$ cat src/design/adsr_env_pkg.sv
package adsr_env_pkg;

    // Field widths
    localparam int unsigned TIME_BITS  = 24;
    localparam int unsigned LEVEL_BITS = 15;

    // Product width: a tick count times a level
    localparam int unsigned NUM_W = TIME_BITS + LEVEL_BITS;

    // Configuration write port
    localparam int unsigned CFG_IDX_W = 3;
    localparam int unsigned CFG_W     = (TIME_BITS > LEVEL_BITS) ? TIME_BITS : LEVEL_BITS;

    typedef enum logic [CFG_IDX_W-1:0] {
        CFG_ATTACK_TIME   = 3'd0,
        CFG_ATTACK_LEVEL  = 3'd1,
        CFG_DECAY_TIME    = 3'd2,
        CFG_SUSTAIN_LEVEL = 3'd3,
        CFG_RELEASE_TIME  = 3'd4
    } t_cfg_idx;

    // Reset values, cut to field width
    localparam logic [TIME_BITS-1:0]  ATTACK_TIME_RST   = TIME_BITS'(441);
    localparam logic [LEVEL_BITS-1:0] ATTACK_LEVEL_RST  = LEVEL_BITS'(32767);
    localparam logic [TIME_BITS-1:0]  DECAY_TIME_RST    = TIME_BITS'(4410);
    localparam logic [LEVEL_BITS-1:0] SUSTAIN_LEVEL_RST = LEVEL_BITS'(24576);
    localparam logic [TIME_BITS-1:0]  RELEASE_TIME_RST  = TIME_BITS'(4410);

    typedef struct packed {
        logic [TIME_BITS-1:0]  attack_time;
        logic [LEVEL_BITS-1:0] attack_level;
        logic [TIME_BITS-1:0]  decay_time;
        logic [LEVEL_BITS-1:0] sustain_level;
        logic [TIME_BITS-1:0]  release_time;
    } t_cfg;

    // Which part of the note a request falls in
    typedef enum logic [1:0] {
        MODE_ZERO  = 2'd0,  // negative release start, or past note end
        MODE_SHAPE = 2'd1,  // attack / decay / sustain
        MODE_REL   = 2'd2   // inside the release window
    } t_mode;

    // Sideband carried alongside a division
    typedef struct packed {
        t_mode                 mode;
        logic [TIME_BITS-1:0]  u;       // ticks left to note end
        logic [LEVEL_BITS-1:0] base;    // level the quotient is added to / taken from
        logic                  up;      // add quotient to base
        logic                  direct;  // base is the answer, quotient ignored
    } t_side;

endpackage

$ cat src/design/adsr_env_div.sv
module adsr_env_div (
    input  logic                               i_clk,
    input  logic                               i_rst_n,
    input  logic                               i_en,
    input  logic                               i_valid,
    input  logic [adsr_env_pkg::NUM_W-1:0]     i_num,
    input  logic [adsr_env_pkg::TIME_BITS-1:0] i_den,
    input  adsr_env_pkg::t_side                i_side,
    output logic                               o_valid,
    output logic [adsr_env_pkg::LEVEL_BITS-1:0] o_quot,
    output adsr_env_pkg::t_side                o_side
);
    import adsr_env_pkg::*;

    // Restoring division, one quotient bit per stage, MSB first.
    // Callers guarantee num < den * 2**LEVEL_BITS.
    logic                  r_vld  [LEVEL_BITS];
    logic [LEVEL_BITS-1:0] r_quot [LEVEL_BITS];
    t_side                 r_side [LEVEL_BITS];
    logic [NUM_W-1:0]      r_rem  [LEVEL_BITS-1];
    logic [TIME_BITS-1:0]  r_den  [LEVEL_BITS-1];

    for (genvar k = 0; k < LEVEL_BITS; k++) begin : g_step
        localparam int unsigned SH = LEVEL_BITS - 1 - k;

        logic                  vld_in;
        logic [NUM_W-1:0]      rem_in;
        logic [TIME_BITS-1:0]  den_in;
        logic [LEVEL_BITS-1:0] quot_in;
        t_side                 side_in;
        logic [NUM_W-1:0]      n_sub;
        logic                  n_fits;

        if (k == 0) begin : g_first
            assign vld_in  = i_valid;
            assign rem_in  = i_num;
            assign den_in  = i_den;
            assign quot_in = '0;
            assign side_in = i_side;
        end else begin : g_next
            assign vld_in  = r_vld[k-1];
            assign rem_in  = r_rem[k-1];
            assign den_in  = r_den[k-1];
            assign quot_in = r_quot[k-1];
            assign side_in = r_side[k-1];
        end

        assign n_sub  = NUM_W'(den_in) << SH;
        assign n_fits = rem_in >= n_sub;

        always_ff @(posedge i_clk) begin
            if (!i_rst_n) begin
                r_vld[k] <= 1'b0;
            end else if (i_en) begin
                r_vld[k] <= vld_in;
            end
        end

        always_ff @(posedge i_clk) begin
            if (i_en) begin
                r_quot[k] <= quot_in | (n_fits ? (LEVEL_BITS'(1) << SH) : '0);
                r_side[k] <= side_in;
            end
        end

        if (k < LEVEL_BITS - 1) begin : g_keep
            always_ff @(posedge i_clk) begin
                if (i_en) begin
                    r_rem[k] <= n_fits ? (rem_in - n_sub) : rem_in;
                    r_den[k] <= den_in;
                end
            end
        end
    end

    assign o_valid = r_vld[LEVEL_BITS-1];
    assign o_quot  = r_quot[LEVEL_BITS-1];
    assign o_side  = r_side[LEVEL_BITS-1];

endmodule

$ cat config.mk
export PLATFORM = sky130hd
export DESIGN_NAME = adsr_env_div
export DESIGN_NICKNAME = d
export VERILOG_FILES = /design/src/design/adsr_env_pkg.sv /design/src/design/adsr_env_div.sv
export SDC_FILE = /design/constraint.sdc
export NUM_CORES = 2
export LEC_CHECK = 0
export BUFFER_PORTS_ARGS = -buffer_cell sky130_fd_sc_hd__buf_2
export CAP_MARGIN = 20
export CORE_MARGIN = 2
export CORE_UTILIZATION = 55
export DETAILED_ROUTE_END_ITERATION = 8
export GPL_TIMING_DRIVEN = 0
export PLACE_DENSITY = 0.71
export SLEW_MARGIN = 20
export SYNTH_ARGS = -nofsm -noshare
export SYNTH_HDL_FRONTEND = slang
export SYNTH_SLANG_ARGS = --single-unit
$ cat constraint.sdc
create_clock -name i_clk -period 4.3 [get_ports i_clk]
set_clock_uncertainty 0.2 [all_clocks]
set_input_delay 0.43 -clock i_clk [delete_from_list [all_inputs] [get_ports i_clk]]
set_output_delay 0.43 -clock i_clk [all_outputs]
set_load 0.005 [all_outputs]
Word-level counts from Yosys, hierarchy flattened
Memories as Yosys holds them, arrays and structs flattened. Cells that the tools add are included.

ROM bits: 0. Register bits after elaboration: 0. Bits in latches: 0. Memories kept: 5. Bits in writable memories: 1767.

Memory list: r_side (depth 15, width 43, rd ports 15, clocked after memory_dff 0, write ports 15, line adsr_env_div.sv:19) `t_side r_side [LEVEL_BITS];`; r_rem (depth 14, width 39, rd ports 14, clocked after memory_dff 0, write ports 14, line adsr_env_div.sv:20) `logic [NUM_W-1:0] r_rem [LEVEL_BITS-1];`; r_den (depth 14, width 24, rd ports 14, clocked after memory_dff 0, write ports 14, line adsr_env_div.sv:21) `logic [TIME_BITS-1:0] r_den [LEVEL_BITS-1];`; r_quot (depth 15, width 15, rd ports 15, clocked after memory_dff 0, write ports 15, line adsr_env_div.sv:18) `logic [LEVEL_BITS-1:0] r_quot [LEVEL_BITS];`; r_vld (depth 15, width 1, rd ports 15, clocked after memory_dff 0, write ports 15, line adsr_env_div.sv:17) `logic r_vld [LEVEL_BITS];`.

Bitwise gates (word level): 29. $mul: 0. Shift-type cells: 0. Add/subtract/negate cells: 14. Mux-type cells: 49. Div/mod/pow operators: 0. Magnitude comparators: 15. Equality and inequality tests: 0. Reductions and logical operators: 0.

Operators with widths (number): $mux W39 (14); $ge A39 B24 Y1 (1); $ge A39 B25 Y1 (1); $ge A39 B26 Y1 (1); $ge A39 B27 Y1 (1); $ge A39 B28 Y1 (1); $ge A39 B29 Y1 (1); $ge A39 B30 Y1 (1); $ge A39 B31 Y1 (1); $ge A39 B32 Y1 (1); $ge A39 B33 Y1 (1); $ge A39 B34 Y1 (1); $ge A39 B35 Y1 (1); $ge A39 B36 Y1 (1); $ge A39 B37 Y1 (1); $ge A39 B38 Y1 (1); $sub A39 B25 Y39 (1); $sub A39 B26 Y39 (1); $sub A39 B27 Y39 (1); $sub A39 B28 Y39 (1); $sub A39 B29 Y39 (1); $sub A39 B30 Y39 (1); $sub A39 B31 Y39 (1); $sub A39 B32 Y39 (1); other kinds (36) (70).

Logic depth before layout (Yosys ltp)
Depth after elaboration: 4. Mapped depth: 15. Depth with buffers taken out: 14.

Worst setup path before layout
OpenSTA, ideal clock, no wires.

Path type: register to register. From: memory r_den[2][0], in the netlist r_den[0][48]. To: memory r_rem[0][154] in the netlist's numbering, data pin. Slack: 712 ps. Period minus slack after synthesis: 3588 ps. Arrival: 3119 ps. Cell stages (with the launch flop): 13. Setup time: 268 ps. Cell sequence: edfxtp_1 > ha_1 > fa_1 > nand2b_1 > a21oi_1 > o41ai_1 > a311oi_2 > a31oi_1 > o21ba_2 > clkbuf_1 > or4_1 > a211oi_1 > xor2_1.

RTL lines (line): start: declaration (adsr_env_div.sv:21); end: declaration (adsr_env_div.sv:20).

==> run metrics <==
status=completed; Total GRT Usage=21.8%; Lkg Pwr=32.4 nW; synth cell count leaders=1661 x edfxtp_1, 452 x inv_1, 407 x a21oi_1; crit start category=flop; max layer used=met4; Vias/cell=5.59; post-route minimum period=4.17 ns; R2R Setup Slk=0.13 ns; initial antenna violation count=3; share of synthesized registers carrying an async set or reset=0%; die area=139000 sq um; total wire length=153 mm; CTS tree=yes; first-pass GRT wire length=239 mm; CTS Buf Count=169; Worst-Margin Slew=1.00 ns; crit end category=flop; kind of critical path=flop to flop; sequential fraction of the synthesis area=66.6%; XOR/XNOR share of the synthesized area=4.41%; vias in the first global route=44.1k; die span in y=373 um; CTS Buffer Depth=3; met1 WL=66.6 mm; Ports=169; unrepaired setup endpoints after global routing=no; Primary FF master, synth=edfxtp_1; Pins Over Slew Limit=0; max_cap viols=0; count leader, synth=edfxtp_1; setup ws final=0.132 ns; Yosys warning total=0; Final Setup Violations=0; Hold WC Path Type=input port to flop; Post-synth EDFFs=1661; Clock Latency Late Sink=0.81 ns; Synth top area share=66.6%; net count after synthesis=6052; worst slack, placed=-1.96 ns; Synth Area in Compound Gates=10.2%; Yosys cell types=94; GP Congestion=0.940; area added between synthesis and finish=13.9%; Initial Util=55.4%; DRT Pass-1 Iters=5; fin nets=6521; Cell Area, Synth=74900 sq um; Routed Antenna Nets=0; DPL Wire Length=109 mm; Final Power=0.0526 W; Fmax=0.240 GHz; WL met2=73.7 mm; Arr. time, crit path=4.43 ns; CTS Root Cell=clkbuf_16; Core Box Area=135000 sq um; top cell type by total area after synthesis=edfxtp_1; met3 wire len=6.63 mm; mux cell area share after synthesis=1.03%; DR WL/cell=19.2 um; via count=44.5k; FP Rows=135; remaining global-route overflow=0; DR iter-0 viols=3712; Fillers=10.1k; average cell area after synthesis=13.5 sq um; Synth Area in Adders=6.39%; Slew HR=31.3%; Gate Count Post-Synth=5568; largest family of logic cells by synthesized area=compound AO/OA/AOI/OAI gates; worst hold path depth=2; die width=373 um; PD cells=616 nW/um^2; post-synthesis simple-gate area fraction=8.50%; Yosys reg bits=1662; R2R cell count=11; H-tree levels=4; Clock transition at path regs=0.06 ns; CP required=4.56 ns; maximum number of pins on one net before global-route repair=147; share of cells above drive strength 1=9.48%; maximum VDD drop=0.000423 V; TritonCTS sink count=1662; period utilization=96.9%; Synth area leaders=edfxtp_1 67%, ha_1 6.0%, a21oi_1 2.7%; Port Buffers=168; CP max FO=10; final hold viol count=0; # DRC=0
kinds of logic (layout without fill, tap and decap cells):
kind of cell    count (synthesis)  count (layout)
xor+xnor                      376             376
simple gates                 1278            1278
fa+ha+maj                     374             374
buf+inv                       572            1177
compound gates               1237            1238
flops                        1662            1662
other cells                     0               1
mux                            69              69
layer usage:
| metal | up-vias | track usage [%] |
|---|---|---|
| met3 | 291 | 3.07 |
| met5 | - | 0 |
| met1 | 21400 | 28.9 |
| met2 | 1107 | 36.3 |
| li1 | 21700 | - |
| met4 | 0 | 9.04 |
power breakdown:
group	switching, W	internal (W)	leakage (nW)
clock network	0.00618	0.00795	2.61
logic	0.00889	0.00651	13.6
registers	0.00161	0.0214	16.2
critical path, stage by stage, from the launching register on:
cell and delay, ns:
edfxtp_1 0.44, ha_1 0.35, nor2b_1 0.16, o31a_1 0.29
nor3_2 0.34, o31ai_1 0.23, a211o_1 0.43, a21boi_2 0.46
inv_2 0.25, clkbuf_1 0.38, nor2_1 0.21, a21oi_1 0.10
metrics by stage:
stage	hold slack [ns]	setup TNS, ns	util, %	instance area, sq um	std cells
floorplan	0.200	0	-	74900	5568
detailed placement	0.205	-481.71	57.9	78300	7529
global placement	0.200	-	57.6	78000	7517
global route	0.0721	0	63.1	85300	7956
CTS	0.0567	0	62.9	85100	7950
finish	0.126	0	63.1	85300	7956
cell type report:
class / instances / area (sq um) / area share, %
Multi-Input combinational cell: 3335 / 23000 / 27.0
Sequential cell: 1662 / 49900 / 58.5
Antenna cell: 1 / 2.50 / 0.00293
Timing Repair Buffer: 303 / 2540 / 2.98
Tap cell: 1781 / 2230 / 2.61
Clock buffer: 207 / 4370 / 5.12
Clock inverter: 101 / 1100 / 1.29
Inverter: 455 / 1710 / 2.01
Buffer: 111 / 469 / 0.550
flip-flops by register name, summed over array words and instances, names as in the netlist:
| name | count |
|---|---|
| r_rem | 546 |
| r_vld | 15 |
| r_den | 336 |
| r_quot | 120 |
| r_side | 645 |
cells in the final DEF (no fill, tap or decap), drive strengths merged, types with 44 or more instances in the layout:
| cell type | Yosys | routed |
|---|---|---|
| nor4 | 68 | 68 |
| a21o | 150 | 150 |
| nand2 | 356 | 356 |
| nor3 | 93 | 93 |
| o21ai | 320 | 320 |
| nand4 | 46 | 46 |
| nand3 | 92 | 92 |
| buf | 14 | 201 |
| mux2 | 63 | 63 |
| nor2b | 57 | 57 |
| o21a | 54 | 54 |
| inv | 454 | 458 |
| xnor2 | 188 | 188 |
| a21oi | 407 | 407 |
| clkinv | 1 | 77 |
| nor2 | 297 | 297 |
| and3 | 44 | 44 |
| dlygate4sd3 | 0 | 109 |
| edfxtp | 1661 | 1661 |
| ha | 360 | 360 |
| nand2b | 66 | 66 |
| clkbuf | 103 | 307 |
| xor2 | 188 | 188 |
final timing paths:
path / from / end
max: r_rem[0][204] / r_rem[0][264]
min reg2reg: r_quot[0][74] / r_quot[0][89]
min: i_side[39] / r_side[0][39]
max reg2reg: r_rem[0][204] / r_rem[0][264]
repair_timing:
item | CTS | global route
hold endpoints to repair | 236 | 0
pin swaps | 0 | 3
gates resized for setup | 21 | 40
hold buffers | 112 | 0
setup endpoints to repair | 426 | 180
cloned | 4 | 2
buffers inserted | 0 | 6
Power figures use the tool's default switching activity.
