[config.mk]
export PLATFORM = sky130hd
export DESIGN_NAME = adsr_env_front
export DESIGN_NICKNAME = d
export VERILOG_FILES = /design/src/design/adsr_env_pkg.sv /design/src/design/adsr_env_front.sv
export SDC_FILE = /design/constraint.sdc
export NUM_CORES = 1
export LEC_CHECK = 0
export BUFFER_PORTS_ARGS = -buffer_cell sky130_fd_sc_hd__clkbuf_2
export CAP_MARGIN = 15
export CORE_MARGIN = 1.5
export CORE_UTILIZATION = 50
export DETAILED_ROUTE_END_ITERATION = 7
export GPL_TIMING_DRIVEN = 0
export PLACE_DENSITY = 0.68
export RECOVER_POWER = 25
export SYNTH_ARGS = -nofsm -noshare
export SYNTH_HDL_FRONTEND = slang
export SYNTH_SLANG_ARGS = --single-unit
[constraint.sdc]
create_clock -name i_clk -period 8.2 [get_ports i_clk]
set_clock_uncertainty 0.1 [all_clocks]
set_input_delay 1.64 -clock i_clk [delete_from_list [all_inputs] [get_ports i_clk]]
set_output_delay 1.64 -clock i_clk [all_outputs]
set_load 0.02 [all_outputs]
[src/design/adsr_env_pkg.sv]
package adsr_env_pkg;

    // Field widths
    localparam int unsigned TIME_BITS  = 24;
    localparam int unsigned LEVEL_BITS = 15;

    // Product width: a tick count times a level
    localparam int unsigned NUM_W = TIME_BITS + LEVEL_BITS;

    // Configuration write port
    localparam int unsigned CFG_IDX_W = 3;
    localparam int unsigned CFG_W     = (TIME_BITS > LEVEL_BITS) ? TIME_BITS : LEVEL_BITS;

    typedef enum logic [CFG_IDX_W-1:0] {
        CFG_ATTACK_TIME   = 3'd0,
        CFG_ATTACK_LEVEL  = 3'd1,
        CFG_DECAY_TIME    = 3'd2,
        CFG_SUSTAIN_LEVEL = 3'd3,
        CFG_RELEASE_TIME  = 3'd4
    } t_cfg_idx;

    // Reset values, cut to field width
    localparam logic [TIME_BITS-1:0]  ATTACK_TIME_RST   = TIME_BITS'(441);
    localparam logic [LEVEL_BITS-1:0] ATTACK_LEVEL_RST  = LEVEL_BITS'(32767);
    localparam logic [TIME_BITS-1:0]  DECAY_TIME_RST    = TIME_BITS'(4410);
    localparam logic [LEVEL_BITS-1:0] SUSTAIN_LEVEL_RST = LEVEL_BITS'(24576);
    localparam logic [TIME_BITS-1:0]  RELEASE_TIME_RST  = TIME_BITS'(4410);

    typedef struct packed {
        logic [TIME_BITS-1:0]  attack_time;
        logic [LEVEL_BITS-1:0] attack_level;
        logic [TIME_BITS-1:0]  decay_time;
        logic [LEVEL_BITS-1:0] sustain_level;
        logic [TIME_BITS-1:0]  release_time;
    } t_cfg;

    // Which part of the note a request falls in
    typedef enum logic [1:0] {
        MODE_ZERO  = 2'd0,  // negative release start, or past note end
        MODE_SHAPE = 2'd1,  // attack / decay / sustain
        MODE_REL   = 2'd2   // inside the release window
    } t_mode;

    // Sideband carried alongside a division
    typedef struct packed {
        t_mode                 mode;
        logic [TIME_BITS-1:0]  u;       // ticks left to note end
        logic [LEVEL_BITS-1:0] base;    // level the quotient is added to / taken from
        logic                  up;      // add quotient to base
        logic                  direct;  // base is the answer, quotient ignored
    } t_side;

endpackage

[src/design/adsr_env_front.sv]
module adsr_env_front (
    input  logic                               i_clk,
    input  logic                               i_rst_n,
    input  logic                               i_en,
    input  logic                               i_valid,
    input  logic [adsr_env_pkg::TIME_BITS-1:0] i_elapsed_ticks,
    input  logic [adsr_env_pkg::TIME_BITS-1:0] i_note_length,
    input  adsr_env_pkg::t_cfg                 i_cfg,
    output logic                               o_valid,
    output logic [adsr_env_pkg::NUM_W-1:0]     o_num,
    output logic [adsr_env_pkg::TIME_BITS-1:0] o_den,
    output adsr_env_pkg::t_side                o_side
);
    import adsr_env_pkg::*;

    // Stage 1: release start and ticks to note end
    logic [TIME_BITS:0]   n1_rs;
    logic [TIME_BITS:0]   n1_u;
    logic                 r1_vld;
    logic [TIME_BITS-1:0] r1_t;
    logic [TIME_BITS-1:0] r1_rs;
    logic [TIME_BITS-1:0] r1_u;
    logic                 r1_neg;
    logic                 r1_past;

    assign n1_rs = {1'b0, i_note_length} - {1'b0, i_cfg.release_time};
    assign n1_u  = {1'b0, i_note_length} - {1'b0, i_elapsed_ticks};

    // Stage 2: pick the time the shape is evaluated at
    logic                 n2_pre;
    t_mode                n2_mode;
    logic                 r2_vld;
    logic [TIME_BITS-1:0] r2_x;
    t_mode                r2_mode;
    logic [TIME_BITS-1:0] r2_u;

    assign n2_pre  = !r1_neg && (r1_t < r1_rs);
    assign n2_mode = n2_pre ? MODE_SHAPE : ((r1_neg || r1_past) ? MODE_ZERO : MODE_REL);

    // Stage 3: which segment of the shape
    logic [TIME_BITS:0]   n3_end;
    logic                 r3_vld;
    logic [TIME_BITS-1:0] r3_x;
    logic [TIME_BITS-1:0] r3_dx;
    logic                 r3_att;
    logic                 r3_dec;
    t_mode                r3_mode;
    logic [TIME_BITS-1:0] r3_u;

    assign n3_end = {1'b0, i_cfg.attack_time} + {1'b0, i_cfg.decay_time};

    // Stage 4: operands of the segment slope
    logic [TIME_BITS-1:0]  n4_m;
    logic [LEVEL_BITS-1:0] n4_k;
    logic [TIME_BITS-1:0]  n4_den;
    t_side                 n4_side;
    logic                  r4_vld;
    logic [TIME_BITS-1:0]  r4_m;
    logic [LEVEL_BITS-1:0] r4_k;
    logic [TIME_BITS-1:0]  r4_den;
    t_side                 r4_side;

    always_comb begin
        n4_m           = r3_x;
        n4_k           = i_cfg.attack_level;
        n4_den         = i_cfg.attack_time;
        n4_side.mode   = r3_mode;
        n4_side.u      = r3_u;
        n4_side.base   = '0;
        n4_side.up     = 1'b1;
        n4_side.direct = 1'b0;
        if (r3_att) begin
            // zero attack time: straight to the attack level
            if (i_cfg.attack_time == '0) begin
                n4_side.direct = 1'b1;
                n4_side.base   = i_cfg.attack_level;
            end
        end else if (r3_dec) begin
            n4_m         = r3_dx;
            n4_den       = i_cfg.decay_time;
            n4_side.base = i_cfg.attack_level;
            if (i_cfg.sustain_level >= i_cfg.attack_level) begin
                n4_k = i_cfg.sustain_level - i_cfg.attack_level;
            end else begin
                n4_side.up = 1'b0;
                n4_k       = i_cfg.attack_level - i_cfg.sustain_level;
            end
        end else begin
            n4_side.direct = 1'b1;
            n4_side.base   = i_cfg.sustain_level;
        end
    end

    // Stage 5: slope product
    logic [NUM_W-1:0]     n5_num;
    logic                 r5_vld;
    logic [NUM_W-1:0]     r5_num;
    logic [TIME_BITS-1:0] r5_den;
    t_side                r5_side;

    assign n5_num = NUM_W'(r4_m) * NUM_W'(r4_k);

    always_ff @(posedge i_clk) begin
        if (!i_rst_n) begin
            r1_vld <= 1'b0;
            r2_vld <= 1'b0;
            r3_vld <= 1'b0;
            r4_vld <= 1'b0;
            r5_vld <= 1'b0;
        end else if (i_en) begin
            r1_vld <= i_valid;
            r2_vld <= r1_vld;
            r3_vld <= r2_vld;
            r4_vld <= r3_vld;
            r5_vld <= r4_vld;
        end
    end

    always_ff @(posedge i_clk) begin
        if (i_en) begin
            r1_t    <= i_elapsed_ticks;
            r1_rs   <= n1_rs[TIME_BITS-1:0];
            r1_neg  <= n1_rs[TIME_BITS];
            r1_u    <= n1_u[TIME_BITS-1:0];
            r1_past <= n1_u[TIME_BITS] || (n1_u[TIME_BITS-1:0] == '0);

            r2_x    <= n2_pre ? r1_t : r1_rs;
            r2_mode <= n2_mode;
            r2_u    <= r1_u;

            r3_x    <= r2_x;
            r3_dx   <= r2_x - i_cfg.attack_time;
            r3_att  <= r2_x <= i_cfg.attack_time;
            r3_dec  <= {1'b0, r2_x} <= n3_end;
            r3_mode <= r2_mode;
            r3_u    <= r2_u;

            r4_m    <= n4_m;
            r4_k    <= n4_k;
            r4_den  <= n4_den;
            r4_side <= n4_side;

            r5_num  <= n5_num;
            r5_den  <= r4_den;
            r5_side <= r4_side;
        end
    end

    assign o_valid = r5_vld;
    assign o_num   = r5_num;
    assign o_den   = r5_den;
    assign o_side  = r5_side;

endmodule

Word level (Yosys, flattened, before mapping). Cells that the tools add are included.

Mux-type cells: 16. Reductions and logical operators: 7. $add $sub $neg: 6. Bitwise gates (word level): 1. $mul: 1. Magnitude comparators: 4.

Operator list (number): two-way mux 24 bit (5); two-way mux 15 bit (6); subtractor 24 x 24 -> 25 bit (2); zero test 24 bit (2); multiplier 24 x 15 -> 39 bit (1); subtractor 15 bit (2); adder 24 x 24 -> 25 bit (1); less-or-equal comparator 24 x 25 -> 1 bit (1); less-or-equal comparator 24 bit (1); < comparator 24 bit (1); subtractor 24 bit (1); >= comparator 15 bit (1); two-way mux 1 bit (4); logical OR 1 bit (2); two-way mux 2 bit (1); OR reduction 2 bit (1); logical AND 1 bit (1); zero test 1 bit (1); NOT 1 bit (1).

Logic and storage cells: 69. Output and inout bits: 107. Register bits: 417.

Longest topological paths before layout.
Depth in word-level cells: 4. Mapped depth: 25. Gate-level depth less buffers: 24.

Least setup slack after synthesis. OpenSTA, ideal clock, no wires.

Path kind: reg2reg. From: register r4_m[11]. To: register r5_num[35] (netlist: o_num[35]) (data pin). Path buffers: 1. Data arrival time: 5.963 ns. Setup time: 0.262 ns. Setup slack: 1.874 ns. Period minus slack after synthesis: 6.326 ns. Cell stages (with the launch flop): 23. Cells stage by stage: edfxtp_1 > clkbuf_1 > and2_1 > fa_1 > inv_1 > fa_1 > inv_1 > fa_1 > fa_1 > fa_1 > inv_1 > fa_1 > inv_1 > ha_1 > o21a_1 > o21ai_0 > o21ai_1 > a31oi_1 > o211ai_1 > a221o_1 > a211oi_1 > o21bai_1 > xor2_1.

Longest elaborated chain between the ends: 1.

Ends and longest elaborated chain: start: declaration (line adsr_env_front.sv:58) `logic [TIME_BITS-1:0] r4_m;`; start signal: assignment (line adsr_env_front.sv:138) `r4_m <= n4_m;`; multiplier 24 x 15 -> 39 bit (line adsr_env_front.sv:101) `assign n5_num = NUM_W'(r4_m) * NUM_W'(r4_k);`; via n5_num[35] (line adsr_env_front.sv:95) `logic [NUM_W-1:0] n5_num;`; end signal: assignment (line adsr_env_front.sv:143) `r5_num <= n5_num;`; end: declaration (line adsr_env_front.sv:97) `logic [NUM_W-1:0] r5_num;`.

The timed path passes the listed nets, and every way through them passes these cells. A chain may end at the register's enable or synchronous reset.

Worst setup path after layout.
From: register r4_k[5]. To: register r5_num[35] (netlist: o_num[35]) (data pin).

Longest elaborated chain between the ends: 1.

Ends and longest elaborated chain: start: declaration (line adsr_env_front.sv:59) `logic [LEVEL_BITS-1:0] r4_k;`; start signal: assignment (line adsr_env_front.sv:139) `r4_k <= n4_k;`; multiplier 24 x 15 -> 39 bit (line adsr_env_front.sv:101); via n5_num[35] (line adsr_env_front.sv:95).

The timed path passes the listed nets, and every way through them passes these cells.

==> results.tsv <==
stage	metric	value	unit
timing	finalHoldViolCount	0	
route	via_per_inst	5.46	
synth	ys_types	82	
clock_network	cts_buffer_depth	3	
placed_design	dp_hpwl	69.9	mm
floorplanning	initial_utilization	0.505	
run_status	run_status	finished, violations left	
synth	yosys-top-cells-area	edfxtp_1, fa_1, ha_1	
layout	final_util	0.569	
critical_path	critical_path_class	reg2reg	
run	drv_cap	1	
clock_network	postCtsHoldBufs	0	
layout	final_nets	4061	
synth	synth.most_common_cell	inv_1	
timing	slew_violations	37	
critical_path	ff2ff_setup_slack	0.32	ns
clock_network	cts_made_buffers	47	
route	drtIter0Drc	1398	
synth	ys.flop_type	edfxtp_1	
critical_path	cpMostUsedCell	fa_1	
floorplanning	core	0.0645	mm²
grt	antenna_found_initial	20	
synth	netlist_area	0.0326	mm²
synth	ys_seq_area_frac	0.383	
synth	synth_nets	3748	
placed_design	place_congestion	1.01	
clock_network	clk_latency	0.61	ns
route	dr_total_vias	23100	
clock_network	cts_resized	0	
grt	grt_max_degree	114	
critical_path	arrival	8.13	ns
clock_network	cts_tree	built	
critical_path	crit_fanout	10	
timing	rsz0062_at_grt	false	
critical_path	r2r-start	r4_k[5]	
timing	relSlewSlack	-0.503	
synth	yosysTopAreaCellShare	0.380	
critical_path	critPathSlowestCell	clkbuf_1	
floorplanning	die_w	258	µm
timing	worst_pin_slew	2.25	ns
clock_network	clkTransAtPathRegs	0.06	ns
min_path	hold-path-endpoint	o_den[17]	
timing	fin_crit_sh	0.961	
synth	synth-async-reset-ratio	0	
synth	syn_area_per_cell	10.8	µm²
timing	setup_viol	0	
placed_design	port_buffers	260	
grt	grt_pass1_vias	23800	
synth	synthTopCellsByCount	inv_1, edfxtp_1, nand2_1	
route	wirelength	87.6	mm
min_path	min_from	r4_den[17]	
clock_network	post_cts_buffers	0	
critical_path	cp_slowest_stage_delay	0.74	ns
critical_path	regToRegEndpoint	o_num[35]	
clock_network	cts_root_buf	clkbuf_16	
synth	synthCells	3029	
critical_path	worstPathCellList	clkbuf_1 > and2_1 > fa_1 > inv_1 > fa_1 > inv_1 > fa_1 > fa_1 > fa_1 > inv_1 > fa_1 > inv_1 > ha_1 > o21a_1 > o21ai_0 > o21ai_1 > a31oi_1 > o211ai_1 > a221o_1 > a211oi_1 > o21bai_1 > xor2_1	
grt	grt_pass1_wl	134	mm
min_path	hold_class	reg2reg	
run_status	violations	max-capacitance violations, max-slew violations	
critical_path	ff2ff_path_depth	22	
route	first_pass_iters	6	
route	drc	0	
floorplanning	rows	93	
route	wl_per_cell	20.7	µm
timing	post-route-min-period	7.88	ns
floorplanning	io_pins	261	
grt	overflow	0	
clock_network	clock_sinks	417	
layout	drive_above_1_share	0.111	
layout	area_growth	12.6	%
grt	track_usage	0.263	
min_path	min_path_cells	0	
critical_path	startpoint_type	register	
critical_path	cp-end-kind	register	
synth	synth-edff-count	412	
critical_path	crit_required	8.45	ns
synth	yosys_register_bits	417	
timing	max_freq	0.127	GHz
synth	yosys.area.top_type	edfxtp_1	
clock_network	htreeDepth	2	
floorplanning	fp.dieH	258	µm
synth	yosysWarnings	0	
route	ant_nets	0	
floorplanning	dieArea	0.0667	mm²
==> how the worst max path moves through the flow <==
stage	startpoint	cells after the start	slack, ns	end
after floorplan	r4_m[11]	22	1.87	o_num[35]
after global placement	i_en	1	-1.19	o_num[34]
after detailed placement	r4_k[5]	22	0.41	o_num[35]
after CTS	r4_k[5]	22	0.40	o_num[35]
after global routing	r4_k[5]	23	0.15	o_num[38]
final	r4_k[5]	22	0.32	o_num[35]
==> layout by cell type (no fill, tap or decap), drive strengths merged, types with 30 or more instances in the layout <==
cell,instances
a21o,62
a21oi,125
and2,192
clkbuf,400
edfxtp,412
fa,290
ha,275
inv,492
nand2,347
nand3,32
nor2,83
nor2b,41
nor3,30
o21a,32
o21ai,121
xnor2,69
xor2,41
==> registers in the layout, indices dropped and copies added (netlist names), 2 cells and up <==
signal   cells
r4_den      24
r4_k        15
r2_mode      2
r3_u        24
r3_dx       24
o_side      43
r4_m        24
r1_u        24
r1_t        24
r2_x        24
o_num       39
r3_mode      2
r2_u        24
r4_side     43
r1_rs       24
r3_x        24
o_den       24
==> cell type report <==
| class | count | area (µm²) |
|---|---|---|
| Sequential cell | 417 | 12500 |
| Fill cell | 5615 | 27800 |
| Inverter | 487 | 1830 |
| Antenna cell | 2 | 5.00 |
| Clock inverter | 33 | 448 |
| Multi-Input combinational cell | 2032 | 17900 |
| Buffer | 93 | 374 |
| Tap cell | 855 | 1070 |
| Timing Repair Buffer | 264 | 1380 |
| Clock buffer | 53 | 1200 |
==> logic make-up after synthesis <==
group           synth area share
compound gates            0.0976
fa+ha+maj                  0.284
mux                       0.0128
buf+inv                   0.0676
xor+xnor                  0.0300
flops                      0.383
simple gates               0.125
==> routing by layer <==
layer  vias up  wire length (µm)  share of wire  track usage
met4        36              3960          0.045        0.111
met5         -               236         0.0027            0
met2       752             43400           0.50        0.464
met3       233              6070          0.069       0.0595
met1     11300             33900           0.39        0.309
li1      10800                 -              -            -
==> worst max-delay path: cells and delay by family, from the launching register on <==
| kind | cells | cell delay (ns) |
|---|---|---|
| XOR/XNOR | 1 | 0.15 |
| AO/OA/AOI/OAI | 8 | 2.37 |
| flip-flops | 1 | 0.65 |
| AND/OR/NAND/NOR | 1 | 0.25 |
| buffers and inverters | 5 | 1.00 |
| adder cells (fa/ha/maj) | 7 | 3.10 |
==> metrics by stage <==
stage	TNS (ns)	instances	setup slack [ns]	hold WS, ns	cell area, µm²
6_report	0	4236	0.319	0.311	36700
5_1_grt	0	4236	0.150	0.320	36700
4_1_cts	0	4234	0.402	0.309	36700
3_5_place_dp	0	4148	0.408	0.305	35100
3_3_place_gp	-462.23	4144	-1.19	0.301	34900
2_1_floorplan	0	3029	1.87	0.300	32600
Power is left out: the tool's default activity adds up to more than one toggle a clock period on the data nets, which glitch-free logic cannot reach.
